File: config.mk
export PLATFORM = sky130hd
export DESIGN_NAME = integer_to_roman_numeral
export DESIGN_NICKNAME = d
export VERILOG_FILES = /design/src/hdl/itr_pkg.sv /design/src/hdl/itr_datapath.sv /design/src/hdl/itr_ctrl.sv /design/src/hdl/integer_to_roman_numeral.sv
export VERILOG_INCLUDE_DIRS = /design/src /design/src/hdl
export SDC_FILE = /design/constraint.sdc
export NUM_CORES = 1
export LEC_CHECK = 0
export BUFFER_PORTS_ARGS = -buffer_cell sky130_fd_sc_hd__buf_4
export CELL_PAD_IN_SITES_DETAIL_PLACEMENT = 1
export CELL_PAD_IN_SITES_GLOBAL_PLACEMENT = 2
export CORE_ASPECT_RATIO = 1.1
export CORE_MARGIN = 4
export CORE_UTILIZATION = 40
export DETAILED_ROUTE_END_ITERATION = 16
export GPL_ROUTABILITY_DRIVEN = 0
export PLACE_DENSITY = 0.76
export SLEW_MARGIN = 15
export SYNTH_ARGS = -nofsm -noshare
export SYNTH_HDL_FRONTEND = slang
export SYNTH_SLANG_ARGS = --single-unit
File: constraint.sdc
create_clock -name clk -period 14.3 [get_ports clk]
set_input_delay 1.43 -clock clk [delete_from_list [all_inputs] [get_ports clk]]
set_output_delay 1.43 -clock clk [all_outputs]
set_load 0.005 [all_outputs]
File: src/hdl/integer_to_roman_numeral_assert.svh
// Assertion macros used by the integer to Roman numeral converter datapath.
`ifndef INTEGER_TO_ROMAN_NUMERAL_ASSERT_SVH
`define INTEGER_TO_ROMAN_NUMERAL_ASSERT_SVH

// The antecedent implies the consequent in the same cycle.
`define ITR_ASSERT_IMPLY(lbl, ante, cons, msg) \
  lbl: assert property (@(posedge clk) disable iff (rst) (ante) |-> (cons)) else $error(msg);

// The antecedent implies the consequent in the following cycle.
`define ITR_ASSERT_NEXT(lbl, ante, cons, msg) \
  lbl: assert property (@(posedge clk) disable iff (rst) (ante) |=> (cons)) else $error(msg);

`endif

File: src/hdl/itr_pkg.sv
// Shared types, constants and pattern functions of the Roman numeral converter.
package itr_pkg;

  localparam int ValueW     = 14;
  localparam int DigitW     = 4;
  localparam int DigitCount = 4;
  localparam int SymbolW    = 3;
  localparam int RecipW     = 16;
  localparam int RecipShift = 19;
  localparam int ProdW      = ValueW + RecipW;
  localparam int QuotW      = ProdW - RecipShift;

  // floor(v / 10) == (v * RecipTen) >> RecipShift for every 14-bit v.
  localparam logic [RecipW-1:0] RecipTen = 16'd52429;

  localparam logic [DigitW-1:0] ThousandsMax = 4'd3;

  // Symbol codes relative to the base of a decimal position.
  localparam logic [1:0] CodeOne  = 2'd0;
  localparam logic [1:0] CodeFive = 2'd1;
  localparam logic [1:0] CodeTen  = 2'd2;

  typedef logic [1:0]         pos_t;
  typedef logic [2:0]         step_t;
  typedef logic [DigitW-1:0]  digit_t;
  typedef logic [SymbolW-1:0] symbol_t;

  typedef struct packed {
    logic load;
    logic extract;
    logic skip;
    logic emit_sym;
    logic emit_empty;
  } itr_cmd_t;

  typedef struct packed {
    logic extract_last;
    logic rest_empty;
    logic cur_empty;
    logic sym_last;
    logic out_free;
  } itr_status_t;

  // Number of symbols that a decimal digit produces.
  function automatic step_t pattern_len(input digit_t d);
    step_t len;
    unique case (d)
      4'd1, 4'd5:             len = 3'd1;
      4'd2, 4'd4, 4'd6, 4'd9: len = 3'd2;
      4'd3, 4'd7:             len = 3'd3;
      4'd8:                   len = 3'd4;
      default:                len = 3'd0;
    endcase
    return len;
  endfunction

  // Relative symbol code at a given step of a digit's pattern.
  function automatic logic [1:0] pattern_code(input digit_t d, input logic [1:0] step);
    logic [1:0] code;
    priority if (d == 4'd4) begin
      code = (step == 2'd0) ? CodeOne : CodeFive;
    end else if (d == 4'd9) begin
      code = (step == 2'd0) ? CodeOne : CodeTen;
    end else if (d >= 4'd5 && d <= 4'd8) begin
      code = (step == 2'd0) ? CodeFive : CodeOne;
    end else begin
      code = CodeOne;
    end
    return code;
  endfunction

endpackage

File: src/hdl/itr_datapath.sv
// Datapath: digit extraction, digit store, symbol counters and result register.
`include "integer_to_roman_numeral_assert.svh"

module itr_datapath (
  input  logic                         clk,
  input  logic                         rst,
  input  logic [itr_pkg::ValueW-1:0]   value,
  input  itr_pkg::itr_cmd_t            cmd,
  output itr_pkg::itr_status_t         st,
  input  logic                         rsp_stall,
  output logic                         rsp_valid,
  output logic [itr_pkg::SymbolW-1:0]  symbol,
  output logic                         symbol_valid,
  output logic                         last
);
  import itr_pkg::*;

  logic [ValueW-1:0] work;
  digit_t            digits [DigitCount];
  pos_t              pos;
  step_t             step;
  logic              rsp_valid_r;
  symbol_t           symbol_r;
  logic              symbol_valid_r;
  logic              last_r;

  logic [ProdW-1:0]  prod;
  logic [QuotW-1:0]  quot;
  logic [ValueW-1:0] tens;
  digit_t            rem;
  digit_t            eff [DigitCount];
  digit_t            cur_d;
  step_t             cur_len;
  step_t             step_inc;
  logic [1:0]        code;
  symbol_t           symbol_next;
  logic              lower_zero;
  logic              rest_zero;
  logic              out_free;

  // Divide by ten through a reciprocal; the remainder is the next digit.
  always_comb begin
    prod = ProdW'(work) * ProdW'(RecipTen);
    quot = prod[ProdW-1:RecipShift];
    tens = ValueW'({quot, 3'b000}) + ValueW'({quot, 1'b0});
    rem  = DigitW'(work - tens);
  end

  // A thousands digit above three produces nothing and counts as zero.
  always_comb begin
    for (int p = 0; p < DigitCount; p++) begin
      if (p == DigitCount - 1 && digits[p] > ThousandsMax) begin
        eff[p] = '0;
      end else begin
        eff[p] = digits[p];
      end
    end
  end

  always_comb begin
    lower_zero = 1'b1;
    rest_zero  = 1'b1;
    for (int p = 0; p < DigitCount; p++) begin
      if (pos_t'(p) < pos && eff[p] != '0) begin
        lower_zero = 1'b0;
      end
      if (pos_t'(p) <= pos && eff[p] != '0) begin
        rest_zero = 1'b0;
      end
    end
  end

  always_comb begin
    cur_d       = eff[pos];
    cur_len     = pattern_len(cur_d);
    step_inc    = step + 3'd1;
    code        = pattern_code(cur_d, step[1:0]);
    symbol_next = {pos, 1'b0} + {1'b0, code};
    out_free    = !rsp_valid_r || !rsp_stall;
  end

  assign st.extract_last = (pos == pos_t'(DigitCount - 1));
  assign st.rest_empty   = rest_zero;
  assign st.cur_empty    = (cur_len == '0);
  assign st.sym_last     = (step_inc == cur_len) && lower_zero;
  assign st.out_free     = out_free;

  always_ff @(posedge clk) begin
    if (rst) begin
      pos         <= '0;
      step        <= '0;
      rsp_valid_r <= 1'b0;
      for (int p = 0; p < DigitCount; p++) begin
        digits[p] <= '0;
      end
    end else begin
      if (cmd.load) begin
        pos  <= '0;
        step <= '0;
      end
      if (cmd.extract) begin
        digits[pos] <= rem;
        if (pos != pos_t'(DigitCount - 1)) begin
          pos <= pos + 2'd1;
        end
      end
      if (cmd.skip) begin
        pos  <= pos - 2'd1;
        step <= '0;
      end
      if (cmd.emit_sym) begin
        if (st.sym_last) begin
          pos  <= '0;
          step <= '0;
        end else if (step_inc == cur_len) begin
          pos  <= pos - 2'd1;
          step <= '0;
        end else begin
          step <= step_inc;
        end
      end
      if (cmd.emit_empty) begin
        pos  <= '0;
        step <= '0;
      end
      rsp_valid_r <= (rsp_valid_r && rsp_stall) || cmd.emit_sym || cmd.emit_empty;
    end
  end

  always_ff @(posedge clk) begin
    if (cmd.load) begin
      work <= value;
    end else if (cmd.extract) begin
      work <= ValueW'(quot);
    end
    if (cmd.emit_sym) begin
      symbol_r       <= symbol_next;
      symbol_valid_r <= 1'b1;
      last_r         <= st.sym_last;
    end else if (cmd.emit_empty) begin
      symbol_r       <= '0;
      symbol_valid_r <= 1'b0;
      last_r         <= 1'b1;
    end
  end

  assign rsp_valid    = rsp_valid_r;
  assign symbol       = symbol_r;
  assign symbol_valid = symbol_valid_r;
  assign last         = last_r;

  `ITR_ASSERT_IMPLY(a_one_cmd, 1'b1, $onehot0(cmd), "more than one datapath command at once")
  `ITR_ASSERT_IMPLY(a_no_overwrite, cmd.emit_sym || cmd.emit_empty, out_free, "result overwritten before transfer")
  `ITR_ASSERT_NEXT(a_run_end, cmd.emit_sym && st.sym_last, pos == '0 && step == '0, "counters not cleared after run")
  `ITR_ASSERT_IMPLY(a_empty_last, rsp_valid_r && !symbol_valid_r, last_r, "empty result not marked last")
  `ITR_ASSERT_IMPLY(a_sym_range, rsp_valid_r, symbol_r != 3'd7, "symbol code out of range")

endmodule

File: src/hdl/itr_ctrl.sv
// Controller state machine: sequences extraction and symbol emission.
module itr_ctrl (
  input  logic                 clk,
  input  logic                 rst,
  input  logic                 req_valid,
  output logic                 req_stall,
  input  itr_pkg::itr_status_t st,
  output itr_pkg::itr_cmd_t    cmd
);
  import itr_pkg::*;

  typedef enum logic [2:0] {
    IDLE    = 3'b001,
    EXTRACT = 3'b010,
    EMIT    = 3'b100
  } state_t;

  state_t state;
  state_t state_next;

  assign req_stall = (state != IDLE);

  always_comb begin
    state_next = state;
    cmd        = '0;
    unique case (state)
      IDLE: begin
        if (req_valid) begin
          cmd.load   = 1'b1;
          state_next = EXTRACT;
        end
      end
      EXTRACT: begin
        cmd.extract = 1'b1;
        if (st.extract_last) begin
          state_next = EMIT;
        end
      end
      EMIT: begin
        // Digits without symbols are stepped over without producing a result.
        priority if (st.rest_empty) begin
          if (st.out_free) begin
            cmd.emit_empty = 1'b1;
            state_next     = IDLE;
          end
        end else if (st.cur_empty) begin
          cmd.skip = 1'b1;
        end else if (st.out_free) begin
          cmd.emit_sym = 1'b1;
          if (st.sym_last) begin
            state_next = IDLE;
          end
        end
      end
      default: begin
        state_next = IDLE;
      end
    endcase
  end

  always_ff @(posedge clk) begin
    if (rst) begin
      state <= IDLE;
    end else begin
      state <= state_next;
    end
  end

endmodule

File: src/hdl/integer_to_roman_numeral.sv
// Integer to Roman numeral converter: one value in, a run of symbols out.
// Each value is loaded, split into decimal digits by repeated division by ten, then
// emitted one symbol at a time; symbol-free digits ahead of the last symbol are stepped
// over, and a held result blocks emission. The next value is taken once the last result
// is loaded. Synchronous reset clears the control state, counters, digits and valid flag.
module integer_to_roman_numeral (
  input  logic                         clk,
  input  logic                         rst,
  input  logic                         req_valid,
  output logic                         req_stall,
  input  logic [itr_pkg::ValueW-1:0]   value,
  output logic                         rsp_valid,
  input  logic                         rsp_stall,
  output logic [itr_pkg::SymbolW-1:0]  symbol,
  output logic                         symbol_valid,
  output logic                         last
);
  import itr_pkg::*;

  itr_cmd_t    cmd;
  itr_status_t st;

  itr_ctrl u_ctrl (
    .clk       (clk),
    .rst       (rst),
    .req_valid (req_valid),
    .req_stall (req_stall),
    .st        (st),
    .cmd       (cmd)
  );

  itr_datapath u_datapath (
    .clk          (clk),
    .rst          (rst),
    .value        (value),
    .cmd          (cmd),
    .st           (st),
    .rsp_stall    (rsp_stall),
    .rsp_valid    (rsp_valid),
    .symbol       (symbol),
    .symbol_valid (symbol_valid),
    .last         (last)
  );

endmodule
# Yosys cells after proc, flatten, opt, wreduce, memory -nomap -nowiden
# Memories as Yosys holds them, arrays and structs flattened.
# Index checks and enable logic that the tools add are counted.
classes:
  eq_ne: 14
  muxes: 61
  bitwise: 1
  n_addsub: 6
  n_div: 0
  n_reduce_logical: 28
  n_shift: 0
  magnitude_cmp: 12
  n_mul: 1
ops:
  columns: ["operator", "count"]
  rows:
  - ["$mux 3", 15]
  - ["$mul 14x16->30 const B", 1]
  - ["$mux 14", 2]
  - ["$mux 2", 13]
  - ["$mux 1", 25]
  - ["$mux 4", 4]
  - ["$reduce_bool 4->1", 4]
  - ["$logic_and 1x1->1", 11]
  - ["$pmux 3 s3", 1]
  - ["$bmux 4 s2", 1]
  - ["$ne 2x2->1 const B", 3]
  - ["$ne 3x2->1 const B", 2]
  - ["$reduce_and 5->1", 1]
  - ["$add 4x4->4", 1]
  - ["$eq 4x3->1 const B", 1]
  - ["$eq 4x4->1 const B", 1]
  - ["$ge 4x3->1 const B", 1]
  - ["$gt 4x2->1 const B", 1]
  - ["$le 1x2->1 const A", 2]
  - ["$le 2x2->1 const A", 2]
  - ["$le 4x4->1 const B", 1]
  - ["$lt 1x2->1 const A", 2]
  - ["$lt 2x2->1 const A", 2]
  - ["$reduce_bool 2->1", 2]
  - ["21 further kinds", 24]
totals:
  out_inout_bits: 7
  ram_bits: 16
  latch_bits: 0
  inputBits: 18
  regBits: 28
  mem_count: 2
  mem_bits_ro: 48
memory_table:
  columns: ["name", "depth", "word_bits", "rd", "rd_clocked_by_memory_dff", "write_ports", "line", "rtl"]
  rows:
  - ["(no name shown)", 16, 3, 1, 0, 0, "itr_pkg.sv:47", "unique case (d)"]
  - ["u_datapath.digits", 4, 4, 4, 0, 4, "itr_datapath.sv:19", "digit_t digits [DigitCount];"]

# Longest topological paths before layout
# An unclocked memory read counts as a cell.
logic_depth:
  depth_word: 15
  depth_mapped: 24
  mapped_depth_nobuf: 24

# Cells and area by module
# Synthesis repeated with hierarchy kept, for this count alone.
hier_totals:
  cells_unflattened: 550
  hier_area_um2: 5605.4
modules_own_cells:
  columns: ["mod", "area_per_inst_um2", "cells_each", "n_inst", "seq_area_each_um2"]
  rows:
  - ["itr_datapath", 5398.9, 524, 1, 1161.1]
  - ["itr_ctrl", 206.4, 26, 1, 60.1]

# Least setup slack after synthesis
# Ideal clock, no wire load.
synth_path:
  path_kind: "flip-flop to flip-flop"
  start: "reg u_datapath.work[12]"
  end: "mem u_datapath.digits[2][3] (netlist bit) (data pin)"
  path_stages_with_launch: 22
  path_buffers: 0
  period_less_slack_ns: 5.625
  t_required_ns: 14.036
  setup_slack_ns: 8.675
  t_arrival_ns: 5.360
  path_cell_list: "edfxtp_1 > inv_1 > ha_1 > fa_1 > fa_1 > fa_1 > inv_1 > fa_1 > inv_1 > fa_1 > inv_1 > ha_1 > nand4_1 > a211o_1 > a21oi_1 > nor2_1 > xnor2_1 > ha_1 > nand2_1 > and3b_1 > xnor2_1 > nor2_1"
synth_lines:
  columns: ["item", "line", "rtl"]
  rows:
  - ["from (decl)", "itr_datapath.sv:18", "logic [ValueW-1:0] work;"]
  - ["from (signal assigned)", "itr_datapath.sv:132", "work <= value;"]
  - ["from (signal assigned)", "itr_datapath.sv:134", "work <= ValueW'(quot);"]
  - ["to (decl)", "itr_datapath.sv:19", null]

==> results_dict.tcl <==
set metrics [dict create \
    status "finished, final reports clean" \
    cts_tree "done" \
    dpl.hpwl_um 11860 \
    rows 45 \
    grt_pass1_vias 4417 \
    required_ns 14.34 \
    skew_ns 0.007950 \
    avgViaCountPerCell 5.124 \
    clock_latency_ns 0.30 \
    grt_util_all_layers_pct 18.17 \
    clock_sinks 44 \
    ant_nets 0 \
    initial_core_util_pct 40.75 \
    min_path_type "register to register" \
    postCtsSetupRepairBufs 0 \
    timing.rr.start "u_datapath.work[8]" \
    finalCritPeriodShare_pct 43.42 \
    cp.arrival_ns 6.25 \
    synth_edf_count 34 \
    hold_buffers 0 \
    drc 0 \
    crit_top_cell "fa_1" \
    slowest_delay_ns 0.59 \
    whs_ns 0.4761 \
    globalRouteOverflowTotal 0 \
    cp_cell_sequence "ha_1 > inv_1 > fa_1 > fa_1 > fa_1 > inv_1 > fa_1 > inv_1 > fa_1 > inv_1 > ha_1 > nand4_1 > a211o_1 > a21oi_1 > nor2_1 > xnor2_1 > ha_1 > nand2_1 > and3b_1 > xnor2_1 > nor2_1" \
    synth_area_um2 5622 \
    cp_top_family "adder cells" \
    ys_types 70 \
    drive_gt1_share_pct 9.549 \
    layout.nets 759 \
    hold_viol 0 \
    numCtsBuffers 5 \
    crit_fanout 5 \
    die_h_um 132.3 \
    yosys_warnings 0 \
    wirelength_um 13520 \
    worst_setup_path_end_kind "register" \
    core_area_um2 13790 \
    drv_slew 0 \
    synth_top_flop_cell "edfxtp_1" \
    path_buf_inv 4 \
    tightest_slew_ns 0.9484 \
    ios 25 \
    via_count 3915 \
    root_buffer "clkbuf_16" \
    crit_type "register to register" \
    ys_async_sr_fraction_pct 0 \
    ys_seq_area_share_pct 21.72 \
    cts_resized 0 \
    drt_iter0_drc 94 \
    fmax_mhz 161.1 \
    synth-seq-cells 44 \
    slew_headroom_pct 36.63 \
    finalCriticalPeriod_ns 6.209 \
    wl_per_cell_um 17.69 \
    grt_pass1_wl_um 22710 \
    clock_path_buffers 2 \
    synth_top_area_cell "ha_1" \
    die_x_um 121.0 \
    antenna_found_initial 0 \
    grt_max_degree 15 \
    crit_start "u_datapath.work[8]" \
    numPortBuffers 24 \
    drv_cap 0 \
    area_growth_pct 9.526 \
    htreeDepth 2 \
    rsz0062_at_grt "no" \
    yosys.area.top_type_share_pct 24.93 \
    synth_area_leaders "ha_1, fa_1, edfxtp_1" \
    critPathLaunchType "register" \
    finalSetupViolations 0 \
    clk_pin_slew_ns 0.07 \
    drt_first_pass_iters 4 \
    antenna_cells 0 \
    dieArea_um2 16020 \
    postSynthCellCount 549 \
    hp-start "u_datapath.symbol_valid" \
    syn_nets 733 \
    avgSynthCellArea_um2 10.24 \
    setup_tns_ns 0 \
    slowest_stage "fa_1" \
]
## worst reg2reg max path: cells and delay by family, from the launching register on
family,cells,cell delay [ns]
xor+xnor,2,0.52
fa+ha+maj,8,3.61
simple gates,5,0.57
buf+inv,4,0.21
flops,1,0.49
compound gates,2,0.54
## worst paths after layout
kind         depth (start not counted)  slack (ns)                       to
min                                  2        0.48  u_datapath.symbol_valid
min reg2reg                          2        0.48  u_datapath.symbol_valid
max                                 21        8.09  u_datapath.digits[2][3]
max reg2reg                         21        8.09  u_datapath.digits[2][3]
## stage by stage
step | cell area, um2 | worst slack, ns | util (%) | std cells
2_1_floorplan | 5622 | 8.675 | - | 549
3_3_place_gp | 6013 | 8.275 | 43.59 | 756
3_5_place_dp | 6013 | 8.133 | 43.59 | 756
4_1_cts | 6157 | 8.074 | 44.63 | 764
5_1_grt | 6157 | 7.665 | 44.63 | 764
6_report | 6157 | 8.091 | 44.63 | 764
## flip-flops by register name, indices dropped and copies added, names as in the netlist, 2 cells and up
register and count:
u_datapath.digits 16, u_datapath.work 14, u_ctrl.state 3, u_datapath.step 3, u_datapath.symbol 3, u_datapath.pos 2
## cells by family after synthesis
group / count (synthesis) / synth area share, %
fa+ha+maj: 166 / 44.16
simple gates: 130 / 12.20
buf+inv: 105 / 7.100
compound gates: 78 / 10.13
flops: 44 / 21.72
xor+xnor: 19 / 2.960
mux: 7 / 1.736
## metal layers
layer / part of all wire [%] / track usage (%)
met5: 0 / 0
met4: 1.6 / 4.093
met3: 1.3 / 2.489
met2: 56 / 35.03
met1: 41 / 20.91
## synth_stat cells, drive strengths merged (5+ instances only)
master / instances
a21oi: 17
nor3: 5
nor3b: 9
fa: 54
o211ai: 6
xnor2: 13
inv: 99
nand2: 29
nand3: 8
o21ai: 16
and2: 6
dfxtp: 10
or3: 5
or2: 5
ha: 112
edfxtp: 34
xor2: 6
nor2: 42
## area by class of cell
class                   instances  area (um2)
well taps                     188       235.2
clock inverters                 2       15.01
clock buffers                   6       128.9
inverters                     100       375.4
repair buffers                 24       180.2
flip-flops and latches         44        1221
multi-input cells             400        4001
fillers                      1575        7637
## layout by cell type (no fill, tap or decap), drive strengths merged, types with 8 or more instances in the layout
master	n
fa	54
edfxtp	34
nand3	8
dfxtp	10
nor3b	9
inv	100
ha	112
nor2	42
nand2	29
xnor2	13
buf	24
o21ai	16
a21oi	17
Power is left out: the tool's default activity adds up to more than one toggle a clock period on the data nets, which glitch-free logic cannot reach.
